===== src/design/msdc_pkg.sv =====
// Shared types, widths and codes of the message sequence duplicate checker.
`default_nettype none

package msdc_pkg;

  // Field and register widths
  localparam int unsigned FIELD_W    = 32;
  localparam int unsigned CNT_W      = 32;
  localparam int unsigned PID_W      = 9;
  localparam int unsigned MPP_W      = 17;
  localparam int unsigned LEN_W      = 10;
  localparam int unsigned PROD_W     = PID_W + MPP_W;
  localparam int unsigned IDX_W      = PROD_W + 1;
  localparam int unsigned CFG_IDX_W  = 2;
  localparam int unsigned CFG_DATA_W = 17;
  localparam int unsigned VERDICT_W  = 3;

  // Seen-bit store organization
  localparam int unsigned STORE_BITS_DEF = 65536;
  localparam int unsigned ROW_W          = 32;
  localparam int unsigned BIT_AW         = $clog2(ROW_W);

  // Sentinel id and register reset values
  localparam logic [FIELD_W-1:0] SENTINEL_ID   = '1;
  localparam logic [PID_W-1:0]   PC_RESET      = PID_W'(1);
  localparam logic [MPP_W-1:0]   MPP_RESET     = MPP_W'(1);
  localparam logic [LEN_W-1:0]   EXP_LEN_RESET = LEN_W'(64);

  typedef enum logic [CFG_IDX_W-1:0] {
    CFG_PRODUCER_COUNT = 2'd0,
    CFG_MSGS_PER_PROD  = 2'd1,
    CFG_EXPECTED_LEN   = 2'd2
  } cfg_idx_e;

  typedef enum logic [VERDICT_W-1:0] {
    VERDICT_NEW       = 3'd0,
    VERDICT_DUPLICATE = 3'd1,
    VERDICT_RANGE     = 3'd2,
    VERDICT_MALFORMED = 3'd3,
    VERDICT_END       = 3'd4,
    VERDICT_STOPPED   = 3'd5
  } verdict_e;

  // Header classification handed from the front stage to the tally stage
  typedef struct packed {
    logic              sentinel;
    logic              malformed;
    logic              lookup;
    logic [BIT_AW-1:0] bit_sel;
  } msdc_req_t;

endpackage

`default_nettype wire


===== src/design/msdc_front.sv =====
// Front stage: header classification, index multiply and store address.
`default_nettype none

module msdc_front import msdc_pkg::*; #(
  parameter int unsigned STORE_BITS = STORE_BITS_DEF,
  localparam int unsigned ROWS   = (STORE_BITS + ROW_W - 1) / ROW_W,
  localparam int unsigned ROW_AW = $clog2(ROWS)
) (
  input  wire logic               clk_i,
  input  wire logic               rst_ni,
  input  wire logic               hdr_valid_i,
  input  wire logic [FIELD_W-1:0] src_id_i,
  input  wire logic [FIELD_W-1:0] seq_i,
  input  wire logic [FIELD_W-1:0] body_len_i,
  output      logic               hdr_ready_o,
  input  wire logic               busy_i,
  input  wire logic [PID_W-1:0]   producer_count_i,
  input  wire logic [MPP_W-1:0]   msgs_per_prod_i,
  input  wire logic [LEN_W-1:0]   expected_len_i,
  output      logic               req_valid_o,
  output      msdc_req_t          req_o,
  output      logic [ROW_AW-1:0]  req_row_o,
  input  wire logic               req_ready_i
);

  logic              valid_q;
  logic              sentinel_q;
  logic              malformed_q;
  logic              in_range_q;
  logic [PROD_W-1:0] prod_q;
  logic [MPP_W-1:0]  seq_q;
  logic              load;
  logic [IDX_W-1:0]  idx;

  // Accept while the stage is empty or draining, never during the store sweep
  assign hdr_ready_o = !busy_i && (!valid_q || req_ready_i);
  assign load        = hdr_valid_i && hdr_ready_o;

  always_ff @(posedge clk_i or negedge rst_ni) begin
    if (!rst_ni) begin
      valid_q <= 1'b0;
    end else if (hdr_ready_o) begin
      valid_q <= hdr_valid_i;
    end
  end

  // Classify the header and form producer * messages per producer
  always_ff @(posedge clk_i) begin
    if (load) begin
      sentinel_q  <= (src_id_i == SENTINEL_ID);
      malformed_q <= (body_len_i != {{(FIELD_W - LEN_W){1'b0}}, expected_len_i});
      in_range_q  <= (src_id_i < {{(FIELD_W - PID_W){1'b0}}, producer_count_i})
                  && (seq_i < {{(FIELD_W - MPP_W){1'b0}}, msgs_per_prod_i});
      prod_q      <= PROD_W'(src_id_i[PID_W-1:0]) * PROD_W'(msgs_per_prod_i);
      seq_q       <= seq_i[MPP_W-1:0];
    end
  end

  // Add the sequence number and check the index against the store size
  assign idx = {1'b0, prod_q} + {{(IDX_W - MPP_W){1'b0}}, seq_q};

  assign req_valid_o       = valid_q;
  assign req_o.sentinel    = sentinel_q;
  assign req_o.malformed   = malformed_q;
  assign req_o.lookup      = in_range_q && (idx < IDX_W'(STORE_BITS));
  assign req_o.bit_sel     = idx[BIT_AW-1:0];
  assign req_row_o         = idx[BIT_AW +: ROW_AW];

endmodule

`default_nettype wire


===== config.mk =====
export PLATFORM = sky130hd
export DESIGN_NAME = msdc_front
export DESIGN_NICKNAME = d
export VERILOG_FILES = /design/src/design/msdc_pkg.sv /design/src/design/msdc_front.sv
export SDC_FILE = /design/constraint.sdc
export NUM_CORES = 1
export LEC_CHECK = 0
export BUFFER_PORTS_ARGS = -buffer_cell sky130_fd_sc_hd__buf_2
export CAP_MARGIN = 15
export CELL_PAD_IN_SITES_DETAIL_PLACEMENT = 1
export CELL_PAD_IN_SITES_GLOBAL_PLACEMENT = 1
export CORE_MARGIN = 5
export CORE_UTILIZATION = 44
export CTS_CLUSTER_DIAMETER = 30
export DETAILED_ROUTE_END_ITERATION = 8
export PLACE_DENSITY = 0.81
export SLEW_MARGIN = 10
export SYNTH_ARGS = -nofsm -noshare
export SYNTH_HDL_FRONTEND = slang
export SYNTH_SLANG_ARGS = --single-unit

===== constraint.sdc =====
create_clock -name clk_i -period 4.3 [get_ports clk_i]
set_input_delay 0.86 -clock clk_i [delete_from_list [all_inputs] [get_ports clk_i]]
set_output_delay 0.86 -clock clk_i [all_outputs]
set_load 0.02 [all_outputs]

==> flow_summary.json <==
{
  "cap_violations": 0,
  "gp_congestion": 0.833,
  "powerDensity_nw_per_um2": 685,
  "dp_hpwl_um": 21900,
  "antenna_found_initial": 0,
  "ant_nets": 0,
  "cts_buffers": 5,
  "clkPwrFrac_pct": 5.3,
  "port_buffers": 157,
  "routedWlPerCell_um": 24.8,
  "synth_area_sq_um": 7980,
  "overflow": 0,
  "period_needed_ns": 5.12,
  "power_frac_comb_pct": 83.6,
  "grt_pass1_vias": 8166,
  "grt_first_pass_wirelength_um": 43700,
  "coreArea_sq_um": 17900,
  "hp-class": "in2async",
  "fin_area_sq_um": 11000,
  "violations": "setup timing",
  "syn_to_final_growth_pct": 37.6,
  "start_util_pct": 44.6,
  "dr.pass1.iters": 6,
  "fin_crit_sh_pct": 119,
  "fmax_ghz": 0.195,
  "whs_ns": 0.326,
  "ys_seq_area_share_pct": 17.6,
  "clock_path_buffers": 2,
  "finalMaxSlewViolations": 0,
  "p_switching_w": 0.00362,
  "swShare_pct": 48.1,
  "drcViolationCount": 0,
  "cp_max_fo": 4,
  "vdd_ir_drop_max_uv": 354,
  "via_per_inst": 5.73,
  "clk_latency_ns": 0.30,
  "h-tree-depth": 2,
  "wirelength_um": 33600,
  "finalHoldViolations": 0,
  "status": "finished with violations",
  "path_class": "in2reg",
  "cts.sinks": 47,
  "path_clk_slew_ns": 0.06,
  "grt_max_degree": 47,
  "clock_skew_ns": 0.0113,
  "fp.dieW_um": 145,
  "synth_nets": 1203,
  "ios": 158,
  "cts_tree": "built",
  "die_area_sq_um": 20900,
  "drive_above_1_share_pct": 39.1,
  "grt_usage_pct": 27.1,
  "internal_power_w": 0.00390,
  "yosys_warnings": 0,
  "synthArstFlopShare_pct": 2.13,
  "setup_slack_ns": -0.821,
  "finalSetupViolCount": 17,
  "yosysUniqueCellTypes": 46,
  "leakage_nw": 5.39,
  "vias": 7747,
  "startpoint_type": "input pin",
  "synth_flop_cell": "edfxtp_1",
  "critPathArrivalTime_ns": 5.16,
  "syn_inst": 872,
  "synth.avg_cell_area_sq_um": 9.15,
  "pwr-share-seq_pct": 11.1,
  "utilization_pct": 61.3,
  "root_buffer": "clkbuf_16",
  "tns_ns": -9.90,
  "endpoint_kind": "flip-flop",
  "rsz0062_at_grt": "yes",
  "cp_data_required_time_ns": 4.34,
  "relSlewSlack_pct": 27.4,
  "placed_area_sq_um": 9880,
  "synth_edf_count": 46,
  "cts_hold_buf": 0,
  "place_ws_ns": -0.995,
  "worstMarginPinSlew_ns": 1.09,
  "nets": 1453,
  "die_h_um": 145,
  "rows": 49,
  "synth-seq-cells": 47,
  "drtIter0Drc": 621
}
## placed cells by master (no fill, tap or decap), drive strengths merged, types with 11 or more instances in the layout
cell type  netlist  routed
and2            96      96
a21oi           41      41
nand4           19      19
inv            164     164
nand3           12      12
nor2            14      14
o21ai           18      18
nand2           80      80
buf              2     273
nor3            11      11
ha              87      87
edfxtp          46      46
a21o            23      23
fa             107     107
nor4            15      15
xnor2           35      35
## final cells by class
| type | count | area, sq um |
|---|---|---|
| clock buffers | 5 | 125 |
| clock inverters | 3 | 25.0 |
| inverters | 164 | 616 |
| well taps | 229 | 287 |
| flip-flops and latches | 47 | 1410 |
| multi-input cells | 630 | 6610 |
| diodes | 1 | 2.50 |
| fillers | 2013 | 6920 |
| repair buffers | 274 | 1910 |
## worst paths after layout
path,startpoint,to,slack [ns],cells past startpoint
worst max-delay path,msgs_per_prod_i[5],prod_q[25],-0.82,18
worst min-delay path,rst_ni,req_valid_o,0.33,1
worst max register to register,req_valid_o,seq_q[7],2.39,2
worst min register to register,req_valid_o,req_valid_o,0.53,1
max in group asynchronous,rst_ni,req_valid_o,3.89,1
min in group clk_i,req_valid_o,req_valid_o,0.53,1
## cells by family (layout without fill, tap and decap cells)
logic type | count (synthesis) | after routing | share of synthesized area [%]
flip-flops | 47 | 47 | 17.6
adder cells (fa/ha/maj) | 194 | 194 | 40.5
other | 0 | 1 | 0
buffers and inverters | 195 | 446 | 9.26
AND/OR/NAND/NOR | 281 | 281 | 18.9
AO/OA/AOI/OAI | 110 | 110 | 8.72
multiplexers | 3 | 3 | 0.392
XOR/XNOR | 42 | 42 | 4.61
## stage by stage
stage          std cells  total power, W
2_1_floorplan        872         0.00369
3_3_place_gp        1313         0.00498
3_5_place_dp        1313         0.00530
4_1_cts             1337         0.00614
5_1_grt             1352         0.00789
6_report            1353         0.00752
## sequential cells by signal (all words and copies together) (netlist names)
register and count:
prod_q 26, seq_q 17, in_range_q 1, malformed_q 1
req_valid_o 1, sentinel_q 1
## power by group through the flow
stage	combinational, W	clock [W]	sequential, W
after floorplan	0.00289	0	0.000809
after global placement	0.00415	0	0.000827
after detailed placement	0.00446	0	0.000838
after CTS	0.00492	0.000392	0.000829
after global routing	0.00663	0.000422	0.000845
final	0.00629	0.000401	0.000835
## routing by layer
metal | part of all wire (%) | track usage (%) | vias to the layer above
li1 | - | - | 3326
met1 | 38 | 32.4 | 3903
met2 | 51 | 49.2 | 367
met3 | 5.6 | 3.68 | 151
met4 | 5.7 | 10.8 | 0
met5 | 0 | 0 | -
## timing repair
action	4_1_cts	5_1_grt
endpoints found under the hold margin	0	0
setup buffers	16	17
endpoints found under the setup margin	18	19
resized for setup	85	94
pin swaps	49	92
## critical path, stage by stage
cell	delay, ns
buf_12	0.11
buf_4	0.14
and2_1	0.17
fa_1	0.58
fa_1	0.51
fa_1	0.61
inv_2	0.06
fa_1	0.56
inv_2	0.07
ha_4	0.28
nand2_4	0.05
o21a_1	0.19
a31oi_4	0.23
a21oi_4	0.10
a21oi_2	0.17
nand2b_1	0.13
a31oi_2	0.21
xnor2_1	0.12
## cell usage after synthesis, drive strengths merged (4+ instances only)
master  count  share of area, %
inv       164               7.7
fa        107                27
and2       96               7.5
ha         87                14
nand2      80               3.8
edfxtp     46                17
a21oi      41               2.6
xnor2      35               3.8
clkbuf     29               1.4
a21o       23               2.2
nand4      19               1.5
o21ai      18               1.1
nor4       15               1.2
nor2       14              0.66
nand3      12              0.75
nor3       11              0.69
nand2b     10              0.78
nor2b       8              0.63
xor2        7              0.77
o211ai      4              0.38
No activity file was read; power rests on OpenSTA's default activity.
