### config.mk
export PLATFORM = sky130hd
export DESIGN_NAME = msdc_tally
export DESIGN_NICKNAME = d
export VERILOG_FILES = /design/src/design/msdc_pkg.sv /design/src/design/msdc_tally.sv
export SDC_FILE = /design/constraint.sdc
export NUM_CORES = 1
export LEC_CHECK = 0
export BUFFER_PORTS_ARGS = -buffer_cell sky130_fd_sc_hd__buf_2
export CAP_MARGIN = 20
export CORE_MARGIN = 5
export CORE_UTILIZATION = 39
export DETAILED_ROUTE_END_ITERATION = 6
export SETUP_SLACK_MARGIN = 0.3
export SLEW_MARGIN = 30
export SYNTH_ARGS = -nofsm -noshare
export SYNTH_HDL_FRONTEND = slang
export SYNTH_SLANG_ARGS = --single-unit
export TNS_END_PERCENT = 50
### constraint.sdc
create_clock -name clk_i -period 5.1 [get_ports clk_i]
set_clock_uncertainty 0.1 [all_clocks]
set_input_delay 1.02 -clock clk_i [delete_from_list [all_inputs] [get_ports clk_i]]
set_output_delay 1.02 -clock clk_i [all_outputs]
set_load 0.005 [all_outputs]
### src/design/msdc_pkg.sv
// Shared types, widths and codes of the message sequence duplicate checker.
`default_nettype none

package msdc_pkg;

  // Field and register widths
  localparam int unsigned FIELD_W    = 32;
  localparam int unsigned CNT_W      = 32;
  localparam int unsigned PID_W      = 9;
  localparam int unsigned MPP_W      = 17;
  localparam int unsigned LEN_W      = 10;
  localparam int unsigned PROD_W     = PID_W + MPP_W;
  localparam int unsigned IDX_W      = PROD_W + 1;
  localparam int unsigned CFG_IDX_W  = 2;
  localparam int unsigned CFG_DATA_W = 17;
  localparam int unsigned VERDICT_W  = 3;

  // Seen-bit store organization
  localparam int unsigned STORE_BITS_DEF = 65536;
  localparam int unsigned ROW_W          = 32;
  localparam int unsigned BIT_AW         = $clog2(ROW_W);

  // Sentinel id and register reset values
  localparam logic [FIELD_W-1:0] SENTINEL_ID   = '1;
  localparam logic [PID_W-1:0]   PC_RESET      = PID_W'(1);
  localparam logic [MPP_W-1:0]   MPP_RESET     = MPP_W'(1);
  localparam logic [LEN_W-1:0]   EXP_LEN_RESET = LEN_W'(64);

  typedef enum logic [CFG_IDX_W-1:0] {
    CFG_PRODUCER_COUNT = 2'd0,
    CFG_MSGS_PER_PROD  = 2'd1,
    CFG_EXPECTED_LEN   = 2'd2
  } cfg_idx_e;

  typedef enum logic [VERDICT_W-1:0] {
    VERDICT_NEW       = 3'd0,
    VERDICT_DUPLICATE = 3'd1,
    VERDICT_RANGE     = 3'd2,
    VERDICT_MALFORMED = 3'd3,
    VERDICT_END       = 3'd4,
    VERDICT_STOPPED   = 3'd5
  } verdict_e;

  // Header classification handed from the front stage to the tally stage
  typedef struct packed {
    logic              sentinel;
    logic              malformed;
    logic              lookup;
    logic [BIT_AW-1:0] bit_sel;
  } msdc_req_t;

endpackage

`default_nettype wire

### src/design/msdc_tally.sv
// Tally stage: seen-bit test and set with forwarding, counters, run end and result register.
`default_nettype none

module msdc_tally import msdc_pkg::*; #(
  parameter int unsigned STORE_BITS = STORE_BITS_DEF,
  localparam int unsigned ROWS   = (STORE_BITS + ROW_W - 1) / ROW_W,
  localparam int unsigned ROW_AW = $clog2(ROWS)
) (
  input  wire logic                 clk_i,
  input  wire logic                 rst_ni,
  input  wire logic                 req_valid_i,
  input  wire msdc_req_t            req_i,
  input  wire logic [ROW_AW-1:0]    req_row_i,
  output      logic                 req_ready_o,
  output      logic                 rd_en_o,
  output      logic [ROW_AW-1:0]    rd_row_o,
  input  wire logic [ROW_W-1:0]     rd_data_i,
  output      logic                 wr_en_o,
  output      logic [ROW_AW-1:0]    wr_row_o,
  output      logic [ROW_W-1:0]     wr_data_o,
  output      logic                 res_valid_o,
  input  wire logic                 res_ready_i,
  output      logic [VERDICT_W-1:0] verdict_o,
  output      logic [CNT_W-1:0]     received_o,
  output      logic [CNT_W-1:0]     duplicate_o,
  output      logic [CNT_W-1:0]     range_o,
  output      logic [CNT_W-1:0]     malformed_o
);

  function automatic logic [CNT_W-1:0] sat_inc(input logic [CNT_W-1:0] v);
    return (v == '1) ? v : v + CNT_W'(1);
  endfunction

  logic              c_valid_q;
  msdc_req_t         c_req_q;
  logic [ROW_AW-1:0] c_row_q;
  logic              fwd_hit_q;
  logic [ROW_W-1:0]  fwd_word_q;
  logic              out_valid_q;
  logic              out_free;
  logic              c_adv;
  logic              c_load;
  logic [ROW_W-1:0]  cur_word;
  logic              seen;
  verdict_e          verdict;
  logic              run_q, run_d;
  logic [CNT_W-1:0]  rcv_q, rcv_d;
  logic [CNT_W-1:0]  dup_q, dup_d;
  logic [CNT_W-1:0]  rng_q, rng_d;
  logic [CNT_W-1:0]  mal_q, mal_d;

  // Pipeline handshake between this stage and the result register
  assign out_free    = !out_valid_q || res_ready_i;
  assign c_adv       = c_valid_q && out_free;
  assign req_ready_o = !c_valid_q || out_free;
  assign c_load      = req_valid_i && req_ready_o;

  // Read the row as the transaction enters the stage
  assign rd_en_o  = c_load && req_i.lookup;
  assign rd_row_o = req_row_i;

  always_ff @(posedge clk_i or negedge rst_ni) begin
    if (!rst_ni) begin
      c_valid_q <= 1'b0;
    end else if (req_ready_o) begin
      c_valid_q <= req_valid_i;
    end
  end

  // Capture the request and any write that lands in the same cycle as the read
  always_ff @(posedge clk_i) begin
    if (c_load) begin
      c_req_q    <= req_i;
      c_row_q    <= req_row_i;
      fwd_hit_q  <= wr_en_o && (wr_row_o == req_row_i);
      fwd_word_q <= wr_data_o;
    end
  end

  assign cur_word = fwd_hit_q ? fwd_word_q : rd_data_i;
  assign seen     = cur_word[c_req_q.bit_sel];

  // Decide the verdict and the counter updates
  always_comb begin
    verdict = VERDICT_STOPPED;
    run_d   = run_q;
    rcv_d   = rcv_q;
    dup_d   = dup_q;
    rng_d   = rng_q;
    mal_d   = mal_q;
    if (!run_q) begin
      if (c_req_q.sentinel) begin
        verdict = VERDICT_END;
        run_d   = 1'b1;
      end else if (c_req_q.malformed) begin
        verdict = VERDICT_MALFORMED;
        mal_d   = sat_inc(mal_q);
      end else begin
        rcv_d = sat_inc(rcv_q);
        if (!c_req_q.lookup) begin
          verdict = VERDICT_RANGE;
          rng_d   = sat_inc(rng_q);
        end else if (seen) begin
          verdict = VERDICT_DUPLICATE;
          dup_d   = sat_inc(dup_q);
        end else begin
          verdict = VERDICT_NEW;
        end
      end
    end
  end

  // Set the seen bit for a new message
  assign wr_en_o   = c_adv && (verdict == VERDICT_NEW);
  assign wr_row_o  = c_row_q;
  assign wr_data_o = cur_word | (ROW_W'(1) << c_req_q.bit_sel);

  // Commit state as the transaction leaves the stage
  always_ff @(posedge clk_i or negedge rst_ni) begin
    if (!rst_ni) begin
      run_q <= 1'b0;
      rcv_q <= '0;
      dup_q <= '0;
      rng_q <= '0;
      mal_q <= '0;
    end else if (c_adv) begin
      run_q <= run_d;
      rcv_q <= rcv_d;
      dup_q <= dup_d;
      rng_q <= rng_d;
      mal_q <= mal_d;
    end
  end

  // Result register
  always_ff @(posedge clk_i or negedge rst_ni) begin
    if (!rst_ni) begin
      out_valid_q <= 1'b0;
    end else if (out_free) begin
      out_valid_q <= c_valid_q;
    end
  end

  always_ff @(posedge clk_i) begin
    if (c_adv) begin
      verdict_o   <= verdict;
      received_o  <= rcv_d;
      duplicate_o <= dup_d;
      range_o     <= rng_d;
      malformed_o <= mal_d;
    end
  end

  assign res_valid_o = out_valid_q;

endmodule

`default_nettype wire

==> results.txt, run 1 <==
----------------------------------------------------
[GRT]
  GRT Resource Usage Total ... 0.166
  Via count of the first global-routing pass ... 9939
  Total overflow reported by the global router ... 0
  Initial antenna violation count ... 2
  Wire length of the first global-routing pass ... 55100 um
  Largest net degree at the start of global routing ... 101

[Setup path]
  Endpoint kind of the worst setup timing path ... output pin
  Critical Path RT ... 3.98 ns
  Critical path peak fanout ... 30
  Slowest stage delay, CP ... 0.63 ns
  R2R depth ... 10
  Element type at the critical path start ... register
  Critical path start-end classification ... register to output pin
  Data arrival time of the critical path ... approximately 3.2 ns
  Terminus of the critical flop-to-flop path ... duplicate_o[26]$_DFFE_PP_
  Max stage delay cell, worst path ... sky130_fd_sc_hd__edfxtp_1
  Sequence of cells on the critical path ... buf_8 -> buf_12 -> mux4_2 -> a22oi_1 -> nand3_1 -> o2111ai_1 -> and3_1 -> buf_2
  Launch instance of the worst register-to-register path ... fwd_hit_q$_DFFE_PP_
  Worst setup slack for register-to-register paths ... 1.23 ns

[Floorplan]
  Chip width ... approximately 210 um
  Top Ports ... 244
  Initial Utilization ... 0.396
  Placeable Area ... roughly 0.038 mm^2
  Die height ... 206 um
  DIE AREA ... 0.0423 mm^2
  Site Rows ... 71

[Synth]
  Share of synthesized registers carrying an async set or reset ... 0.417
  Cell area after synthesis ... 0.0149 mm^2
  Sequential area share after synthesis ... 0.587
  Count of flip-flops with a built-in enable after synthesis ... 183
  Unique cell type count in the Yosys netlist ... 54
  Yosys Warn Count ... 0
  Average cell area after synthesis ... about 12 um^2
  Commonest register cell after synthesis ... sky130_fd_sc_hd__edfxtp_1
  Post-Synthesis Net Count ... 1305
  Gate count after technology mapping ... 1246
  Number of flip-flops and latches in the synthesized netlist ... 314

[Clock tree]
  Number of cells upsized or downsized after cts ... 0
  Setup Buffers After CTS ... 0
  CTS tree ... built
  TritonCTS Buffers ... 37
  TritonCTS Sinks ... about 310
  Clock input transition at the sequential cells of the worst setup and hold paths ... 0.06 ns
  Buffer cell driving the clock tree root ... sky130_fd_sc_hd__clkbuf_16
  Post-CTS Hold Buffers ... 0
  CTS Buffer Depth ... 3
  H-Tree Depth ... 2
  Clock insertion delay at the later pin of the skew report ... 0.53 ns

[Timing]
  Unrepaired setup endpoints after global routing ... no
  Fin. Hold Viols ... 0
  Least-Margin Pin Slew ... approximately 0.87 ns
  Max-slew violation count ... 0
  Accumulated negative setup slack ... 0 ns
  Setup slack after layout ... between 0.8 and 0.9 ns
  Maximum clock frequency ... 233 MHz
  Final-layout worst hold slack ... 0.386 ns
  Ratio of final minimum period to clock period ... 0.841
  Total of endpoints with negative setup slack in the final report ... 0
  Worst slew margin relative to its limit ... 0.422
  Minimum period implied by the final worst setup slack ... 4.29 ns

[Place]
  HPWL after detailed placement ... 24700 um
  GP Congestion ... 0.849
  I/O Buffers ... 243
  Dpl ws ... 0.954 ns
  Placed cells ... 1948
  Area after detailed placement ... 0.0166 mm^2

[Route]
  Final wirelength ... 35500 um
  Average via count per standard cell ... between 4 and 5
  Iter 0 DRT Violations ... ~450
  DR pass1 iterations ... 5
  Overall via count from detail_route ... approximately 10000
  Antenna violation net count after detailed routing ... 0
  Routed length per placed instance ... 17.6 um
  Post-detailed-route DRC marker count ... 0

[Final layout]
  Area of the multi-input gates ... between 0.005 and 0.006 mm^2
  Filler cell count ... 3509
  Count of non-filler cells in the finished layout ... 2020
  Total non-filler cell area in the finished layout ... about 0.018 mm^2
  Area grow syn2layout ... 19.2%
  Nets ... 1537
  Layout cells sized above 1 ... 0.236
  Storage cell area ... 0.00877 mm^2

[Pwr]
  Power density relative to cell area ... 329 mW/mm^2
  Worst supply voltage drop on vdd ... 0.193 mV
  Leakage power ... 7.68 nW

[Run status]
  Result of the run ... finished, final reports clean

[Min path]
  Worst hold path endpoint ... run_q$_DFFE_PN0P_
  Tightest Hold Check Type ... register to register
  Origin of the worst min-delay path ... run_q$_DFFE_PN0P_
  Cells on Worst Hold Path ... 1

[Run]
  Count of max-cap constraint violations ... 0

----------------------------------------------------
[Yosys cell counts, types with 19 or more instances]
library cell	instances	area share
sky130_fd_sc_hd__nand4_1	29	0.012
sky130_fd_sc_hd__mux2i_1	36	0.024
sky130_fd_sc_hd__nor3_1	44	0.015
sky130_fd_sc_hd__inv_1	21	0.0053
sky130_fd_sc_hd__edfxtp_1	183	0.37
sky130_fd_sc_hd__xor2_1	146	0.086
sky130_fd_sc_hd__dfrtp_1	131	0.22
sky130_fd_sc_hd__and3_1	19	0.0080
sky130_fd_sc_hd__clkbuf_1	25	0.0063
sky130_fd_sc_hd__xnor2_1	112	0.066
sky130_fd_sc_hd__nor2_1	127	0.032
sky130_fd_sc_hd__o21ai_0	32	0.011
sky130_fd_sc_hd__nand2_1	105	0.026
sky130_fd_sc_hd__nand3_1	63	0.021
[power breakdown]
part	switching, W	internal (W)	total, W
Clock	0.00105	0.00152	0.00257
Sequential	0.0000647	0.00283	0.00289
Combinational	0.000237	0.000158	0.000395
[cell type report]
type	count	area share
Timing Repair Buffer	255	0.0754
Sequential cell	314	0.492
Clock buffer	57	0.0631
Clock inverter	11	0.00379
Multi-Input combinational cell	849	0.324
Antenna cell	2	0.000281
Tap cell	511	0.0359
Inverter	21	0.00471
[worst max-delay path: cells and delay by family, from the launching register on]
family                 cells  cell delay, ns
and+or+nand+nor            2            0.40
buffers and inverters      3            0.59
muxes                      1            0.52
AOI/OAI and AO/OA          2            0.46
DFF                        1            0.63
[layout by cell type (no fill, tap or decap), drive strengths merged, types with 5 or more instances in the layout]
cell and n:
nand4 29, nor2b 5, xnor2 113, and2 10, dfrtp 131, clkbuf 57
clkinv 8, o21ai 33, nand2 105, nand2b 14, and3 19, nor3 52
or3 10, mux2i 36, mux2 7, nand3 63, edfxtp 183, nor4 17
or4 6, and4 6, xor2 146, nor2 127, or2 11, buf 255
inv 23, mux4 12
[sequential cells by signal, indices dropped and copies added (netlist names), 11 cells and up]
| name | count |
|---|---|
| dup_q | 32 |
| wr_row_o | 11 |
| rng_q | 32 |
| malformed_o | 32 |
| duplicate_o | 32 |
| mal_q | 32 |
| rcv_q | 32 |
| received_o | 32 |
| range_o | 32 |
| fwd_word_q | 32 |
[metrics by stage]
stage	total power (W)	utilization
finish	0.00585	0.472
detailed placement	0.00334	0.439
floorplan	0.00312	-
CTS	0.00595	0.471
global route	0.00611	0.472
global placement	0.00334	0.439
[cell families after synthesis]
group                      Yosys count  share of synthesized area
buffers and inverters               83                     0.0272
AOI/OAI and AO/OA                   51                     0.0219
adders and majority gates            4                    0.00335
xor gates and xnor gates           259                      0.152
muxes                               55                     0.0477
and+or+nand+nor                    480                      0.160
DFF                                314                      0.587
[layer usage]
layer  up-vias  wire, um  GRT usage
li1       4819         -          -
met1      4890     15700      0.224
met2       211     17000      0.266
met3        47      2020     0.0430
met4         0       809     0.0471
met5         -         0          0
[worst max path at each step]
| stage | slack, ns | end | cells past startpoint | from |
|---|---|---|---|---|
| finish | 0.81 | wr_en_o | 8 | fwd_hit_q$_DFFE_PP_ |
| global route | 0.57 | wr_en_o | 8 | fwd_hit_q$_DFFE_PP_ |
| CTS | 0.51 | wr_en_o | 7 | fwd_hit_q$_DFFE_PP_ |
| detailed placement | 0.95 | duplicate_o[27]$_DFFE_PP_ | 9 | rd_data_i[10] |
| global placement | 0.97 | duplicate_o[17]$_DFFE_PP_ | 9 | rd_data_i[10] |
| floorplan | 0.80 | mal_q[16]$_DFFE_PN0P_ | 7 | res_ready_i |
(Power assumes the default switching activity.)
==> inputs of run 2 (changes only) <==
clock period = 3.81 ns   (was 5.1 ns; I/O delays follow)
==> results.txt, run 2 (synthesized netlist as in run 1, its figures left out) <==
----------------------------------------------------
[Clock tree]
  H-Tree Depth ... 2
  TritonCTS Buffers ... 38
  CTS tree ... built
  Clock insertion delay at the later pin of the skew report ... 0.54 ns
  TritonCTS Sinks ... 314
  Clock input transition at the sequential cells of the worst setup and hold paths ... 0.06 ns
  Post-CTS Hold Buffers ... 0
  CTS Buffer Depth ... 3
  Buffer cell driving the clock tree root ... sky130_fd_sc_hd__clkbuf_16

[Route]
  Iter 0 DRT Violations ... slightly below 600
  Routed length per placed instance ... 18.0 um
  DR pass1 iterations ... 6
  Post-detailed-route DRC marker count ... 0
  Final wirelength ... 36600 um
  Overall via count from detail_route ... around 10000
  Antenna violation net count after detailed routing ... 0
  Average via count per standard cell ... 4.98

[Timing]
  Setup slack after layout ... 0.302 ns
  Total of endpoints with negative setup slack in the final report ... 0
  Max-slew violation count ... 0
  Ratio of final minimum period to clock period ... 0.921
  Unrepaired setup endpoints after global routing ... yes
  Maximum clock frequency ... 285 MHz
  Fin. Hold Viols ... 0
  Worst slew margin relative to its limit ... 0.490
  Accumulated negative setup slack ... 0 ns
  Minimum period implied by the final worst setup slack ... 3.51 ns
  Least-Margin Pin Slew ... 0.758 ns

[Run]
  Count of max-cap constraint violations ... 0

[GRT]
  GRT Resource Usage Total ... 0.171
  Total overflow reported by the global router ... 0
  Met2 demand-to-capacity share in global routing ... 0.270
  Largest net degree at the start of global routing ... 59
  Wire length of the first global-routing pass ... 56900 um
  Most congested layer reported by global routing ... met2
  Via count of the first global-routing pass ... 10200
  Met3 track demand over resource in global routing ... 0.0512
  Met1 routing resource usage after global routing ... 0.230
  Initial antenna violation count ... 0

[Setup path]
  Max stage delay cell, worst path ... sky130_fd_sc_hd__mux4_2
  Sequence of cells on the critical path ... buf_12 -> buf_8 -> mux4_2 -> a22oi_2 -> a21boi_1 -> o2111ai_4 -> and3_4 -> buf_6
  Critical path start-end classification ... register to output pin
  Critical path peak fanout ... 5
  Data arrival time of the critical path ... about 2.7 ns
  Endpoint kind of the worst setup timing path ... output pin
  Worst path bufs/invs ... 3
  Slowest stage delay, CP ... 0.53 ns
  Element type at the critical path start ... register
  Cell family with most CP delay ... compound AO/OA/AOI/OAI gates
  Critical Path RT ... 2.95 ns

[Floorplan]
  Die height ... 206 um
  Initial Utilization ... 0.396
  Chip width ... 206 um
  Top Ports ... 244
  DIE AREA ... 0.0423 mm^2
  Site Rows ... 71
  Placeable Area ... around 0.038 mm^2

[Place]
  Dpl ws ... 0.287 ns
  Placed cells ... between 1500 and 2000
  GP Congestion ... 0.816
  I/O Buffers ... 243
  HPWL after detailed placement ... approximately 25000 um

[Min path]
  Tightest Hold Check Type ... input pin to async pin

[Pwr]
  Worst supply voltage drop on vdd ... 0.269 mV
  Leakage power ... 7.80 nW
  Total power after layout ... 0.00787 W
  Power density relative to cell area ... approximately 430 mW/mm^2

[Final layout]
  Area of the multi-input gates ... a little under 0.006 mm^2
  Area grow syn2layout ... 21.1%
  Most common library cell in the layout ignoring fill and taps ... sky130_fd_sc_hd__buf_2
  N_diodes ... 0
  Filler cell count ... 3486
  Count of non-filler cells in the finished layout ... 2037
  Layout cells sized above 1 ... 0.246
  Commonest cells after routing, fill and taps aside ... 241 x sky130_fd_sc_hd__buf_2, 183 x sky130_fd_sc_hd__edfxtp_1, 146 x sky130_fd_sc_hd__xor2_1, 131 x sky130_fd_sc_hd__dfrtp_1, 127 x sky130_fd_sc_hd__nor2_1
  Nets ... approximately 1600
  Storage cell area ... 0.00877 mm^2

[Run status]
  Result of the run ... finished, final reports clean

----------------------------------------------------
run 2: layout make-up:
type                       instances  area share
inverter                          21     0.00463
sequential                       314       0.485
multi-input combinational        849       0.322
tap                              511      0.0353
clock buffer                      58      0.0612
timing repair buffer             273      0.0885
clock inverter                    11     0.00380
run 2: layer usage:
layer	vias to the layer above	part of all wire
met5	-	0
met4	0	0.025
met3	61	0.078
met2	293	0.47
met1	4936	0.43
li1	4849	-
run 2: what timing repair did:
action	4_1_cts	5_1_grt
resized for setup	13	5
pin swaps	4	4
gates cloned	2	0
endpoints found under the setup margin	1	3
setup buffers	9	1
run 2: power by group:
group	internal (W)	switching [W]
combinational	0.000239	0.000341
sequential	0.00378	0.0000793
clock	0.00201	0.00141
run 2: worst paths after layout:
check                      slack, ns  depth (start not counted)                         to                start
max                             0.30                          8                    wr_en_o  fwd_hit_q$_DFFE_PP_
min                             0.12                          1       mal_q[1]$_DFFE_PN0P_               rst_ni
max reg2reg                     0.34                         12  duplicate_o[15]$_DFFE_PP_  fwd_hit_q$_DFFE_PP_
min reg2reg                     0.38                          1          run_q$_DFFE_PN0P_    run_q$_DFFE_PN0P_
max in group asynchronous       2.64                          2      dup_q[14]$_DFFE_PN0P_               rst_ni
min in group clk_i              0.30                          1       c_req_q[3]$_DFFE_PP_             req_i[3]
run 2: per-stage QoR:
step	hold WS (ns)	area [um^2]	util
6_report	0.124	18100	0.479
5_1_grt	0.140	18100	0.479
3_5_place_dp	0.373	16700	0.442
4_1_cts	0.121	18000	0.478
3_3_place_gp	0.367	16700	0.442
2_1_floorplan	0.348	14900	-
==> inputs of run 3 (changes only) <==
REMOVE_ABC_BUFFERS = 1   (was default)
==> results.txt, run 3 (synthesized netlist as in run 1, its figures left out) <==
----------------------------------------------------
[Clock tree]
  TritonCTS Buffers ... 37
  Buffer cell driving the clock tree root ... sky130_fd_sc_hd__clkbuf_16
  H-Tree Depth ... 2
  CTS tree ... built
  Clock insertion delay at the later pin of the skew report ... 0.52 ns
  CTS Buffer Depth ... 3
  Clock input transition at the sequential cells of the worst setup and hold paths ... 0.06 ns
  TritonCTS Sinks ... 314
  Post-CTS Hold Buffers ... 0

[Route]
  Routed length per placed instance ... 17.8 um
  Final wirelength ... 36300 um
  Met3 wire length ... 1950 um
  Antenna violation net count after detailed routing ... 0
  DR pass1 iterations ... 5
  Routed length on met2 ... 16600 um
  Overall via count from detail_route ... 10200
  Iter 0 DRT Violations ... ~560
  Highest metal layer with signal wires ... met5
  Sum of routed wire segments on met1 ... 16700 um
  Average via count per standard cell ... approximately 5
  Post-detailed-route DRC marker count ... 0

[Timing]
  Unrepaired setup endpoints after global routing ... no
  Setup slack after layout ... 0.427 ns
  Total of endpoints with negative setup slack in the final report ... 0
  Max-slew violation count ... 0
  Final-layout worst hold slack ... 0.149 ns
  Ratio of final minimum period to clock period ... 0.888
  Maximum clock frequency ... slightly below 300 MHz
  Worst slew margin relative to its limit ... 0.420
  Accumulated negative setup slack ... 0 ns
  Minimum period implied by the final worst setup slack ... 3.38 ns
  Least-Margin Pin Slew ... 0.864 ns
  Fin. Hold Viols ... 0

[Place]
  Dpl ws ... 0.451 ns
  I/O Buffers ... 243
  GP Congestion ... 0.870
  Placed cells ... 1960
  HPWL after detailed placement ... 25900 um

[Setup path]
  Critical path peak fanout ... 15
  Critical Path RT ... 2.95 ns
  Endpoint kind of the worst setup timing path ... output pin
  Data arrival time of the critical path ... 2.52 ns
  Critical path start-end classification ... register to output pin
  Element type at the critical path start ... register

[Floorplan]
  Die height ... 206 um
  Initial Utilization ... 0.396
  Placeable Area ... 0.0378 mm^2
  Chip width ... 206 um
  DIE AREA ... 0.0423 mm^2
  Site Rows ... just over 70
  Top Ports ... between 200 and 250

[Final layout]
  Layout cells sized above 1 ... 0.243
  Post-layout utilization of the core ... 0.476
  Area grow syn2layout ... 20.3%
  Storage cell area ... a little under 0.009 mm^2
  Count of non-filler cells in the finished layout ... 2034
  Commonest cells after routing, fill and taps aside ... 242 x sky130_fd_sc_hd__buf_2, 183 x sky130_fd_sc_hd__edfxtp_1, 146 x sky130_fd_sc_hd__xor2_1, 131 x sky130_fd_sc_hd__dfrtp_1, 127 x sky130_fd_sc_hd__nor2_1
  Most common library cell in the layout ignoring fill and taps ... sky130_fd_sc_hd__buf_2
  Filler cell count ... roughly 3500
  Nets ... ~1600
  Area of the multi-input gates ... 0.00578 mm^2

[Pwr]
  Power density relative to cell area ... 441 mW/mm^2
  Leakage power ... 7.77 nW
  Worst supply voltage drop on vdd ... 0.260 mV

[GRT]
  Wire length of the first global-routing pass ... ~57000 um
  Via count of the first global-routing pass ... 10100
  Largest net degree at the start of global routing ... 71
  GRT Resource Usage Total ... 0.170
  Total overflow reported by the global router ... 0
  Initial antenna violation count ... 4

[Min path]
  Tightest Hold Check Type ... input pin to async pin

[Run]
  Count of max-cap constraint violations ... 0

[Run status]
  Result of the run ... finished, final reports clean

----------------------------------------------------
## run 3: cell types whose count changed in the layout (fill, tap and decap cells not counted), sizes merged
cell	previous run	this run
diode	0	2
bufinv	0	4
clkbuf	58	47
clkinvlp	2	1
inv	23	24
buf	272	269
clkinv	7	12
## run 3: power breakdown
part / total [W] / internal, W / switching (W)
Sequential: 0.00386 / 0.00378 / 0.0000810
Combinational: 0.000566 / 0.000229 / 0.000337
Clock: 0.00350 / 0.00211 / 0.00139
Total: 0.00793 / 0.00612 / 0.00181
## run 3: path summary, 6_finish.rpt
| kind | slack, ns | from | end | depth (start not counted) |
|---|---|---|---|---|
| hold reg to reg | 0.38 | run_q$_DFFE_PN0P_ | run_q$_DFFE_PN0P_ | 1 |
| setup / recovery | 0.43 | fwd_hit_q$_DFFE_PP_ | wr_en_o | 8 |
| min in group clk_i | 0.32 | req_i[4] | c_req_q[4]$_DFFE_PP_ | 1 |
| hold / removal | 0.15 | rst_ni | mal_q[1]$_DFFE_PN0P_ | 1 |
| setup reg to reg | 0.46 | fwd_hit_q$_DFFE_PP_ | duplicate_o[15]$_DFFE_PP_ | 11 |
| max in group asynchronous | 2.67 | rst_ni | rng_q[15]$_DFFE_PN0P_ | 2 |
## run 3: through the flow
| stage | instance area [um^2] | power, W |
|---|---|---|
| after floorplan | 14600 | 0.00417 |
| after global placement | 16700 | 0.00449 |
| after detailed placement | 16700 | 0.00449 |
| after CTS | 18000 | 0.00805 |
| after global routing | 18000 | 0.00824 |
| final | 18000 | 0.00793 |
## run 3: final cells by class
| type | count | share of cell area |
|---|---|---|
| well taps | 511 | 0.0356 |
| clock inverters | 20 | 0.0116 |
| diodes | 2 | 0.000278 |
| inverters | 21 | 0.00466 |
| multi-input cells | 849 | 0.322 |
| clock buffers | 47 | 0.0547 |
| flip-flops and latches | 314 | 0.488 |
| repair buffers | 270 | 0.0836 |
## run 3: layer usage
metal  vias to the layer above  GRT usage
met5                         -          0
met4                         4     0.0517
met3                        72     0.0339
met2                       272      0.266
met1                      4978      0.241
li1                       4842          -
## run 3: worst max-delay path, cell delays in order (launching register included)
cell,delay [ns]
sky130_fd_sc_hd__edfxtp_1,0.38
sky130_fd_sc_hd__buf_4,0.17
sky130_fd_sc_hd__buf_4,0.20
sky130_fd_sc_hd__mux2i_1,0.16
sky130_fd_sc_hd__o221a_1,0.29
sky130_fd_sc_hd__a221oi_2,0.30
sky130_fd_sc_hd__o2111ai_2,0.16
sky130_fd_sc_hd__and3_1,0.22
sky130_fd_sc_hd__buf_2,0.13
## run 3: repair_timing
item | CTS | global route
setup endpoints to repair | 1 | 1
pin swaps | 1 | 1
gates cloned | 1 | 0
resized for setup | 1 | 1
buffers inserted | 3 | 1
